--- src/sv/edu_pkg.sv ---
package edu_pkg;

  localparam int unsigned SampleBits = 16;
  localparam int unsigned SqBits     = 2 * SampleBits;
  localparam int unsigned AccBits    = 42;
  localparam int unsigned DistBits   = 21;
  localparam int unsigned QueueDepth = 2;
  localparam int unsigned QueuePtrW  = $clog2(QueueDepth);
  localparam int unsigned QueueCntW  = $clog2(QueueDepth + 1);

  localparam logic [AccBits-1:0] AccMax = {AccBits{1'b1}};

  typedef struct packed {
    logic signed [SampleBits-1:0] x_value;
    logic signed [SampleBits-1:0] y_value;
    logic                         last_coord;
  } edu_in_t;

  typedef struct packed {
    logic [DistBits-1:0] distance;
    logic                saturated;
  } edu_out_t;

  typedef struct packed {
    logic [AccBits-1:0] sum;
    logic               clip;
  } edu_acc_t;

endpackage

--- src/sv/euclidean_distance_unit.sv ---
// Euclidean distance between two vectors streamed one coordinate pair per request.
// Input channel (in_valid_i / in_ready_o / in_data_i): signed x and y coordinates
// and a last-coordinate mark. Output channel (out_valid_o / out_ready_i /
// out_data_o): floor square root of the summed squared differences and a flag
// set when the 42-bit accumulator clipped during that vector pair.
// Coordinates are taken one per cycle while in_ready_o is high: the squared
// difference is registered, then added into the accumulator. The last
// coordinate pushes the sum into a two-entry queue; the square root unit pops it
// and resolves one result bit per cycle until all 21 distance bits are found.
// It takes a new sum only when idle, once its last result has moved to the
// output register; long vectors stream at a full coordinate per cycle, while
// short ones stall the input once the queue is full.
// While the receiver stalls, the output register holds its result, the queue
// fills, and then in_ready_o drops on the next last coordinate.
// Reset (rst_ni low, asynchronous) clears the accumulator, the clip flag, the
// queue and the output valid.
module euclidean_distance_unit (
  input  logic              clk_i,
  input  logic              rst_ni,
  input  logic              in_valid_i,
  output logic              in_ready_o,
  input  edu_pkg::edu_in_t  in_data_i,
  output logic              out_valid_o,
  input  logic              out_ready_i,
  output edu_pkg::edu_out_t out_data_o
);
  import edu_pkg::*;

  logic     push_valid;
  logic     push_ready;
  edu_acc_t push_data;
  logic     pop_valid;
  logic     pop_ready;
  edu_acc_t pop_data;

  edu_front u_front (
    .clk_i        (clk_i),
    .rst_ni       (rst_ni),
    .in_valid_i   (in_valid_i),
    .in_ready_o   (in_ready_o),
    .in_data_i    (in_data_i),
    .push_valid_o (push_valid),
    .push_ready_i (push_ready),
    .push_data_o  (push_data)
  );

  edu_fifo u_fifo (
    .clk_i        (clk_i),
    .rst_ni       (rst_ni),
    .push_valid_i (push_valid),
    .push_ready_o (push_ready),
    .push_data_i  (push_data),
    .pop_valid_o  (pop_valid),
    .pop_ready_i  (pop_ready),
    .pop_data_o   (pop_data)
  );

  edu_sqrt u_sqrt (
    .clk_i       (clk_i),
    .rst_ni      (rst_ni),
    .pop_valid_i (pop_valid),
    .pop_ready_o (pop_ready),
    .pop_data_i  (pop_data),
    .out_valid_o (out_valid_o),
    .out_ready_i (out_ready_i),
    .out_data_o  (out_data_o)
  );

endmodule

--- src/sv/edu_front.sv ---
module edu_front (
  input  logic              clk_i,
  input  logic              rst_ni,
  input  logic              in_valid_i,
  output logic              in_ready_o,
  input  edu_pkg::edu_in_t  in_data_i,
  output logic              push_valid_o,
  input  logic              push_ready_i,
  output edu_pkg::edu_acc_t push_data_o
);
  import edu_pkg::*;

  logic signed [SampleBits:0] diff;
  logic [SampleBits:0]        mag_wide;
  logic [SampleBits-1:0]      mag;
  logic [SqBits-1:0]          sq_d;

  logic                sq_valid_q;
  logic                sq_last_q;
  logic [SqBits-1:0]   sq_q;
  logic [AccBits-1:0]  acc_q;
  logic                clip_q;

  logic [AccBits:0]    sum_w;
  logic                over;
  logic [AccBits-1:0]  acc_next;
  logic                clip_next;
  logic                stall;

  assign diff     = {in_data_i.x_value[SampleBits-1], in_data_i.x_value}
                  - {in_data_i.y_value[SampleBits-1], in_data_i.y_value};
  assign mag_wide = diff[SampleBits] ? (~diff + 1'b1) : diff;
  assign mag      = mag_wide[SampleBits-1:0];
  assign sq_d     = mag * mag;

  assign sum_w     = {1'b0, acc_q} + {{(AccBits - SqBits + 1){1'b0}}, sq_q};
  assign over      = sum_w[AccBits];
  assign acc_next  = over ? AccMax : sum_w[AccBits-1:0];
  assign clip_next = clip_q | over;

  // hold the squared term while the last one of a vector waits for queue space
  assign stall        = sq_valid_q && sq_last_q && !push_ready_i;
  assign in_ready_o   = !stall;
  assign push_valid_o = sq_valid_q && sq_last_q;

  always_comb begin
    push_data_o      = '0;
    push_data_o.sum  = acc_next;
    push_data_o.clip = clip_next;
  end

  always_ff @(posedge clk_i or negedge rst_ni) begin
    if (!rst_ni) begin
      sq_valid_q <= 1'b0;
      acc_q      <= '0;
      clip_q     <= 1'b0;
    end else if (!stall) begin
      sq_valid_q <= in_valid_i;
      if (sq_valid_q) begin
        if (sq_last_q) begin
          acc_q  <= '0;
          clip_q <= 1'b0;
        end else begin
          acc_q  <= acc_next;
          clip_q <= clip_next;
        end
      end
    end
  end

  always_ff @(posedge clk_i) begin
    if (!stall && in_valid_i) begin
      sq_q      <= sq_d;
      sq_last_q <= in_data_i.last_coord;
    end
  end

endmodule

--- src/sv/edu_fifo.sv ---
module edu_fifo (
  input  logic              clk_i,
  input  logic              rst_ni,
  input  logic              push_valid_i,
  output logic              push_ready_o,
  input  edu_pkg::edu_acc_t push_data_i,
  output logic              pop_valid_o,
  input  logic              pop_ready_i,
  output edu_pkg::edu_acc_t pop_data_o
);
  import edu_pkg::*;

  edu_acc_t               mem_q [QueueDepth];
  logic [QueuePtrW-1:0]   wr_ptr_q;
  logic [QueuePtrW-1:0]   rd_ptr_q;
  logic [QueueCntW-1:0]   count_q;
  logic                   do_push;
  logic                   do_pop;

  assign push_ready_o = (count_q != QueueCntW'(QueueDepth));
  assign pop_valid_o  = (count_q != '0);
  assign pop_data_o   = mem_q[rd_ptr_q];
  assign do_push      = push_valid_i && push_ready_o;
  assign do_pop       = pop_valid_o && pop_ready_i;

  always_ff @(posedge clk_i or negedge rst_ni) begin
    if (!rst_ni) begin
      wr_ptr_q <= '0;
      rd_ptr_q <= '0;
      count_q  <= '0;
    end else begin
      if (do_push) begin
        wr_ptr_q <= (wr_ptr_q == QueuePtrW'(QueueDepth - 1)) ? '0 : wr_ptr_q + 1'b1;
      end
      if (do_pop) begin
        rd_ptr_q <= (rd_ptr_q == QueuePtrW'(QueueDepth - 1)) ? '0 : rd_ptr_q + 1'b1;
      end
      if (do_push && !do_pop) begin
        count_q <= count_q + 1'b1;
      end else if (do_pop && !do_push) begin
        count_q <= count_q - 1'b1;
      end
    end
  end

  always_ff @(posedge clk_i) begin
    if (do_push) begin
      mem_q[wr_ptr_q] <= push_data_i;
    end
  end

endmodule

--- src/sv/edu_sqrt.sv ---
module edu_sqrt (
  input  logic              clk_i,
  input  logic              rst_ni,
  input  logic              pop_valid_i,
  output logic              pop_ready_o,
  input  edu_pkg::edu_acc_t pop_data_i,
  output logic              out_valid_o,
  input  logic              out_ready_i,
  output edu_pkg::edu_out_t out_data_o
);
  import edu_pkg::*;

  localparam logic [1:0] StIdle = 2'd0;
  localparam logic [1:0] StRun  = 2'd1;
  localparam logic [1:0] StDone = 2'd2;

  localparam logic [AccBits-1:0] BitStart = AccBits'(1) << (2 * (DistBits - 1));

  logic [1:0]          state_q;
  logic [1:0]          state_d;
  logic [AccBits-1:0]  rem_q;
  logic [AccBits-1:0]  root_q;
  logic [AccBits-1:0]  bit_q;
  logic                clip_q;
  logic [AccBits-1:0]  trial;
  logic [AccBits-1:0]  rem_d;
  logic [AccBits-1:0]  root_d;
  logic [AccBits-1:0]  bit_d;
  logic                out_valid_q;
  edu_out_t            out_q;
  logic                slot_free;

  assign trial     = root_q + bit_q;
  assign bit_d     = bit_q >> 2;
  assign slot_free = !out_valid_q || out_ready_i;

  // one result bit per cycle, restoring square root
  always_comb begin
    if (rem_q >= trial) begin
      rem_d  = rem_q - trial;
      root_d = (root_q >> 1) + bit_q;
    end else begin
      rem_d  = rem_q;
      root_d = root_q >> 1;
    end
  end

  always_comb begin
    state_d     = state_q;
    pop_ready_o = 1'b0;
    unique case (state_q)
      StIdle: begin
        pop_ready_o = 1'b1;
        if (pop_valid_i) state_d = StRun;
      end
      StRun: begin
        if (bit_d == '0) state_d = StDone;
      end
      StDone: begin
        if (slot_free) state_d = StIdle;
      end
      default: state_d = StIdle;
    endcase
  end

  always_ff @(posedge clk_i or negedge rst_ni) begin
    if (!rst_ni) begin
      state_q     <= StIdle;
      out_valid_q <= 1'b0;
    end else begin
      state_q <= state_d;
      if (state_q == StDone && slot_free) begin
        out_valid_q <= 1'b1;
      end else if (out_ready_i) begin
        out_valid_q <= 1'b0;
      end
    end
  end

  always_ff @(posedge clk_i) begin
    if (state_q == StIdle && pop_valid_i) begin
      rem_q  <= pop_data_i.sum;
      clip_q <= pop_data_i.clip;
      root_q <= '0;
      bit_q  <= BitStart;
    end else if (state_q == StRun) begin
      rem_q  <= rem_d;
      root_q <= root_d;
      bit_q  <= bit_d;
    end
    if (state_q == StDone && slot_free) begin
      out_q.distance  <= root_q[DistBits-1:0];
      out_q.saturated <= clip_q;
    end
  end

  assign out_valid_o = out_valid_q;
  assign out_data_o  = out_q;

endmodule
--- config.mk ---
export PLATFORM = sky130hd
export DESIGN_NAME = euclidean_distance_unit
export DESIGN_NICKNAME = d
export VERILOG_FILES = /design/src/sv/edu_pkg.sv /design/src/sv/euclidean_distance_unit.sv /design/src/sv/edu_front.sv /design/src/sv/edu_fifo.sv /design/src/sv/edu_sqrt.sv
export SDC_FILE = /design/constraint.sdc
export NUM_CORES = 1
export LEC_CHECK = 0
export BUFFER_PORTS_ARGS = -buffer_cell sky130_fd_sc_hd__buf_2
export CORE_MARGIN = 2
export CORE_UTILIZATION = 24
export CTS_CLUSTER_SIZE = 20
export DETAILED_ROUTE_END_ITERATION = 7
export PLACE_DENSITY = 0.44
export SLEW_MARGIN = 20
export SYNTH_ARGS = -nofsm -noshare
export SYNTH_HDL_FRONTEND = slang
export SYNTH_SLANG_ARGS = --single-unit
--- constraint.sdc ---
create_clock -name clk_i -period 10.8 [get_ports clk_i]
set_input_delay 2.16 -clock clk_i [delete_from_list [all_inputs] [get_ports clk_i]]
set_output_delay 2.16 -clock clk_i [all_outputs]
set_load 0.05 [all_outputs]
* Word-level counts from Yosys, hierarchy flattened
Memories as Yosys holds them, arrays and structs flattened.
Index checks and enable logic that the tools add are counted.
W data, S select, Z words.
** Word-level totals
- Flip-flop bits (word level) :: 212
- Memory bits (writable) :: 86
- Input port bits :: 37
- Output and inout bits :: 24
- Word-level logic and storage cells :: 84
- Memories kept :: 1
** Operators by class
- Add/subtract/negate cells :: 10
- Multipliers :: 1
- $lt $le $gt $ge :: 1
- Equality and inequality tests :: 6
- Muxes and demuxes :: 21
- Bitwise operators :: 3
- Reduce and logical (&&, ||, !) cells :: 25
** Memory list
- u_fifo.mem_q :: depth 2, bits a word 43, rd ports 1, clocked after Yosys merged registers in 0, write ports 1, RTL line edu_fifo.sv:13 : edu_acc_t mem_q [QueueDepth];
** Operators by type and width (number)
- $mux W42 :: 6
- $add A42 B32 Y43 :: 1
- $add A41 B41 Y42 :: 1
- $add A42 B41 Y42 :: 1
- $ge A42 B42 Y1 :: 1
- $logic_not A42 Y1 :: 1
- $sub A42 B42 Y42 :: 1
- $mul A16 B16 Y32 :: 1
- $sub A16 B16 Y17 :: 1
- $add A16 B1 Y16 const B :: 1
- $mux W16 :: 1
- $not A16 Y16 :: 1
- $mux W2 :: 5
- $reduce_bool A2 Y1 :: 5
- $logic_and A1 B1 Y1 :: 9
- $mux W1 :: 8
- $pmux W2 S3 :: 1
- $logic_not A1 Y1 :: 5
- $ne A2 B1 Y1 const B :: 2
- $ne A2 B2 Y1 const B :: 2
- $reduce_and A2 Y1 :: 2
- $reduce_and A3 Y1 :: 1
- $add A1 B1 Y1 const B :: 2
- $add A2 B1 Y2 const B :: 1
- other kinds (7) :: 7

* Depth between registers and ports, before layout
- Word-level depth :: 6
- Gate-level depth with buffers :: 39
- Depth with buffers taken out :: 37

* Cells and area by module
A second synthesis with hierarchy kept.
** Second synthesis, totals
- Cell total of the unflattened synthesis :: 2815
- Area, all modules :: 26621.8 um2
** By module, submodules not included
- edu_front :: instances 1, cells each 1457, area each 12956.2 um2, seq. area each 2062.0 um2
- edu_sqrt :: instances 1, cells each 1206, area each 10167.3 um2, seq. area each 3288.2 um2
- edu_fifo :: instances 1, cells each 152, area each 3498.4 um2, seq. area each 2682.6 um2

* Least setup slack after synthesis
Ideal clock, no wire load.
- Path type :: input port to flip-flop
- Start point :: in in_data_i[17] (netlist name)
- End point :: reg u_front.sq_q[31] (data pin)
- Library setup time :: 265 ps
- Arrival time :: 10186 ps
- Data required time :: 10535 ps
- Slack :: 348 ps
- Cell stages on the path :: 35
- Path buffers :: 0
- Cells stage by stage :: inv_1 > ha_1 > fa_1 > nor2b_1 > o211ai_1 > a21oi_1 > o311ai_1 > a211oi_1 > o21ai_2 > and2_1 > xnor2_2 > clkinv_1 > nand2_1 > inv_1 > fa_1 > inv_1 > fa_1 > inv_1 > fa_1 > inv_1 > fa_1 > fa_1 > fa_1 > inv_1 > ha_1 > nand4_1 > a211oi_1 > o41ai_1 > and3_1 > nor3_1 > o21ai_0 > o221a_2 > o21ai_0 > a31oi_1 > xnor2_1
** Between the ends
- Longest elaborated chain between the ends :: 5
** RTL lines
- start, declared :: RTL line euclidean_distance_unit.sv:22 : input edu_pkg::edu_in_t in_data_i,
- $sub A16 B16 Y17 * :: RTL line edu_front.sv:31 : - {in_data_i.y_value[SampleBits-1], in_data_i.y_value};
- $not A16 Y16 :: RTL line edu_front.sv:32 : assign mag_wide = diff[SampleBits] ? (~diff + 1'b1) : diff;
- $add A16 B1 Y16 :: RTL line edu_front.sv:32
- $mux W16 * :: RTL line edu_front.sv:32
- $mul A16 B16 Y32 * :: RTL line edu_front.sv:34 : assign sq_d = mag * mag;
- net u_front.sq_d[31] :: RTL line edu_front.sv:16 : logic [SqBits-1:0] sq_d;
- end signal, assigned :: RTL line edu_front.sv:73 : sq_q <= sq_d;
- end, declared :: RTL line edu_front.sv:20 : logic [SqBits-1:0] sq_q;
Mark *: on every way through the listed nets, which the timed path passes. The rest lies on a longest branch.
A chain may end at the register's enable or synchronous reset.

* Final worst setup path
- Start point :: in in_data_i[1] (netlist name)
- End point :: reg u_front.sq_q[30] (data pin)
Same word-level chain as after synthesis.

==> summary by stage <==
Synthesis
The share of the Yosys chip area taken by registers is 0.308. The synthesized design contains 297 register bits. The number of different library cells used by synthesis comes to 90. The Yosys step of the flow raised 0 warnings. The count of flip-flops with a built-in enable after synthesis is between 150 and 200. Counting every net in the synthesized netlist gives 3211.

The fraction of synthesis flops using an asynchronous set or reset pin is 0.172. Among all flip-flop cells after synthesis, the most frequent one is sky130_fd_sc_hd__edfxtp_1. The cell area that synthesis handed to floorplanning was 26100 µm². The average size of a mapped cell is 9.38 µm².

Synthesis produced 2777 cells.

Global routing
Global routing finished with a remaining overflow of 0. The total global-route track usage is 0.120. The via count of the first global-routing pass is 20025. The initial antenna violation count was 0. The first global-routing pass estimated 109000 µm of wire. The largest net degree at the start of global routing is 64.

Floorplan
The number of top-level design ports is 61. The starting utilization of the core area is 0.243. The die is 334 µm wide. The floorplan step defined a die boundary enclosing ~110000 µm². The chip height is 334 µm. The region available for standard cell placement spans 107000 µm². The number of placement rows is between 100 and 150.

Timing
The count of pins over their slew limit came to 0. The final clock period utilization by the worst path is 0.938. The maximum clock frequency is 98.7 MHz. The final number of hold-violating endpoints was 0. Setup violations remaining at the end of the flow were counted as 0. After routing, the total negative slack on setup checks comes to 0 ns. The worst relative slew slack is 0.225.

The final critical delay including setup and external delays is 10.13 ns. For the pin with the worst max-slew slack, the measured transition is 1.15 ns. Setup repair after global routing left no endpoint under its margin.

On the final layout, the worst clock skew is between 0.015 and 0.02 ns.

Run
The reported max-cap violation count is 0.

Final layout
The utilization after layout is 0.277. Leaving out fill and tap cells, the most frequent cell in the layout is sky130_fd_sc_hd__inv_1. After filler insertion, the fill cell instance count of the layout stands at 11397.

The post-layout instance count excluding filler cells is 4305. Of the cells placed in the final design, the portion with a size suffix greater than 1 is 0.0979. In the layout the commonest cells are sky130_fd_sc_hd__inv_1, sky130_fd_sc_hd__nand2_1, sky130_fd_sc_hd__ha_1. From synthesis to final layout, the design area changed by 13.9%. The number of diodes is 0. The net total in the final layout is 3308.

Placed design
The weighted congestion at the end of routability-driven global placement is 0.818. The detailed-placement wirelength estimate is about 52000 µm. In this run, placement finished with an instance count of 4238. Buffers placed on the I/O ports in this run total 60.

Detailed routing
In this run, the number of DRC markers left after iteration 0 of detailed routing was 764. The mean routed wirelength per cell is approximately 16 µm. The first-pass detailed-route iteration total is 7. The post-detailed-routing wire length is 66700 µm. The remaining antenna violation count is 0. The via density per instance is 4.53. After detailed routing, the number of remaining DRC violations is 0. The overall via count from detail_route is between 15000 and 20000.

CTS
The post-CTS repair timing setup buffer count is 0. The number of buffers on the longest clock path is 3. The clock insertion delay at the later pin of the skew report is 0.56 ns. In this run the number of H-tree levels came out at 2. For this design, the sink count on the clock tree is a little under 300. The clock transition at the registers of the reported paths is 0.06 ns. The TritonCTS buffer count is 37. The cell at the root of the clock tree is sky130_fd_sc_hd__clkbuf_16. The clock tree from TritonCTS is built.

Setup path
At the worst endpoint, the required time is about 11 ns. The type of element capturing the critical path is a flop. By instance count, the cell type seen most on the critical path is sky130_fd_sc_hd__fa_1. The largest stage delay on the critical path is 0.55 ns.

The type of element launching the critical path is a primary input. The critical path in this run is classified as in2reg. For this design, the slowest cell found on the critical path is sky130_fd_sc_hd__fa_1. The biggest fanout along the worst timing path is 8.

For the worst setup path, the data arrival time is 10.43 ns.

Hold path
The min-delay analysis places its worst path in the category reg2reg.

Status
The run finished with clean final reports.
path summary, 6_finish.rpt:
kind	start	endpoint	slack, ns	cells past startpoint
setup / recovery	in_data_i[1]	u_front.sq_q[30]$_DFFE_PP_	0.67	37
hold / removal	u_sqrt.clip_q$_DFFE_PP_	u_sqrt.out_data_o[0]$_DFFE_PP_	0.44	0
setup reg to reg	u_sqrt.root_q[2]$_SDFFE_PP0P_	u_sqrt.rem_q[9]$_DFFE_PP_	3.42	23
hold reg to reg	u_sqrt.clip_q$_DFFE_PP_	u_sqrt.out_data_o[0]$_DFFE_PP_	0.44	0
max in group asynchronous	rst_ni	u_fifo.rd_ptr_q$_DFFE_PN0P_	8.51	2
min in group asynchronous	rst_ni	u_sqrt.out_valid_o$_DFFE_PN0P_	1.73	2
what timing repair did:
action | CTS | global route
resized for setup | 0 | 1
endpoints found under the setup margin | 0 | 1
hold buffers | 0 | 0
stage by stage:
stage          hold slack [ns]  instance area (µm²)  worst slack, ns
3_3_place_gp             0.440                28500            0.119
6_report                 0.441                29700            0.668
5_1_grt                  0.461                29700           0.0543
3_5_place_dp             0.442                28500           0.0339
2_1_floorplan            0.400                26100            0.348
4_1_cts                  0.462                29700            0.647
Yosys cell counts (all sizes together), types with 13 or more instances:
cell type,number,share of area
o211ai,13,0.0037
nand4,28,0.0067
a22o,49,0.016
nand2,268,0.039
dfxtp,63,0.048
a21o,78,0.022
a21oi,157,0.030
edfxtp,183,0.21
nor2b,29,0.0070
ha,231,0.11
o21bai,25,0.0072
xnor2,109,0.037
nor3,37,0.0071
dfrtp,51,0.049
buf,20,0.0034
a211oi,30,0.0095
and2,18,0.0043
a31oi,49,0.012
or2,16,0.0038
fa,166,0.13
nor2,218,0.031
nor4,16,0.0044
inv,302,0.043
nand2b,32,0.0077
clkbuf,79,0.011
and3,23,0.0057
xor2,83,0.029
nand3,40,0.0077
o21a,20,0.0058
o21ai,142,0.027
mux2i,46,0.018
o31ai,13,0.0039
flip-flops by register name, summed over array words and instances (netlist names):
register            count
u_sqrt.out_valid_o      1
u_sqrt.rem_q           42
u_sqrt.clip_q           1
u_sqrt.state_q          2
u_fifo.rd_ptr_q         1
u_fifo.mem_q           86
u_fifo.count_q          2
u_sqrt.out_data_o      22
u_front.clip_q          1
u_front.sq_q           31
u_sqrt.bit_q           21
u_fifo.wr_ptr_q         1
u_sqrt.root_q          42
u_front.acc_q          42
u_front.sq_valid_q      1
u_front.sq_last_q       1
worst max-delay path, delay by kind of cell:
kind            cells  cell delay (ns)
compound gates     14             2.53
xor+xnor            2             0.51
buf+inv             9             1.09
simple gates        3             0.49
fa+ha+maj           9             3.61
metal layers:
layer | up-vias | GRT usage | share of wire
met4 | 0 | 0.0251 | 0.018
met3 | 68 | 0.0132 | 0.024
met1 | 9253 | 0.158 | 0.47
met5 | - | 0 | 0
met2 | 243 | 0.210 | 0.48
li1 | 9958 | - | -
layout make-up:
class                           count  area [µm²]  area share
Timing Repair Buffer              157        1040      0.0351
Multi-Input combinational cell   2076       16500       0.557
Inverter                          305        1140      0.0386
Sequential cell                   297        8030       0.271
Clock buffer                       48        1010      0.0340
Tap cell                         1403        1760      0.0591
Clock inverter                     19         164     0.00552
cells by family (layout without fill, tap and decap cells):
family / Yosys count / in the layout / synth area share
xor+xnor: 192 / 192 / 0.0665
compound gates: 681 / 681 / 0.175
flops: 297 / 297 / 0.308
simple gates: 755 / 755 / 0.134
buf+inv: 404 / 529 / 0.0587
fa+ha+maj: 397 / 397 / 0.238
mux: 51 / 51 / 0.0198
Power is left out: the tool's default activity adds up to more than one toggle a clock period on the data nets, which glitch-free logic cannot reach.
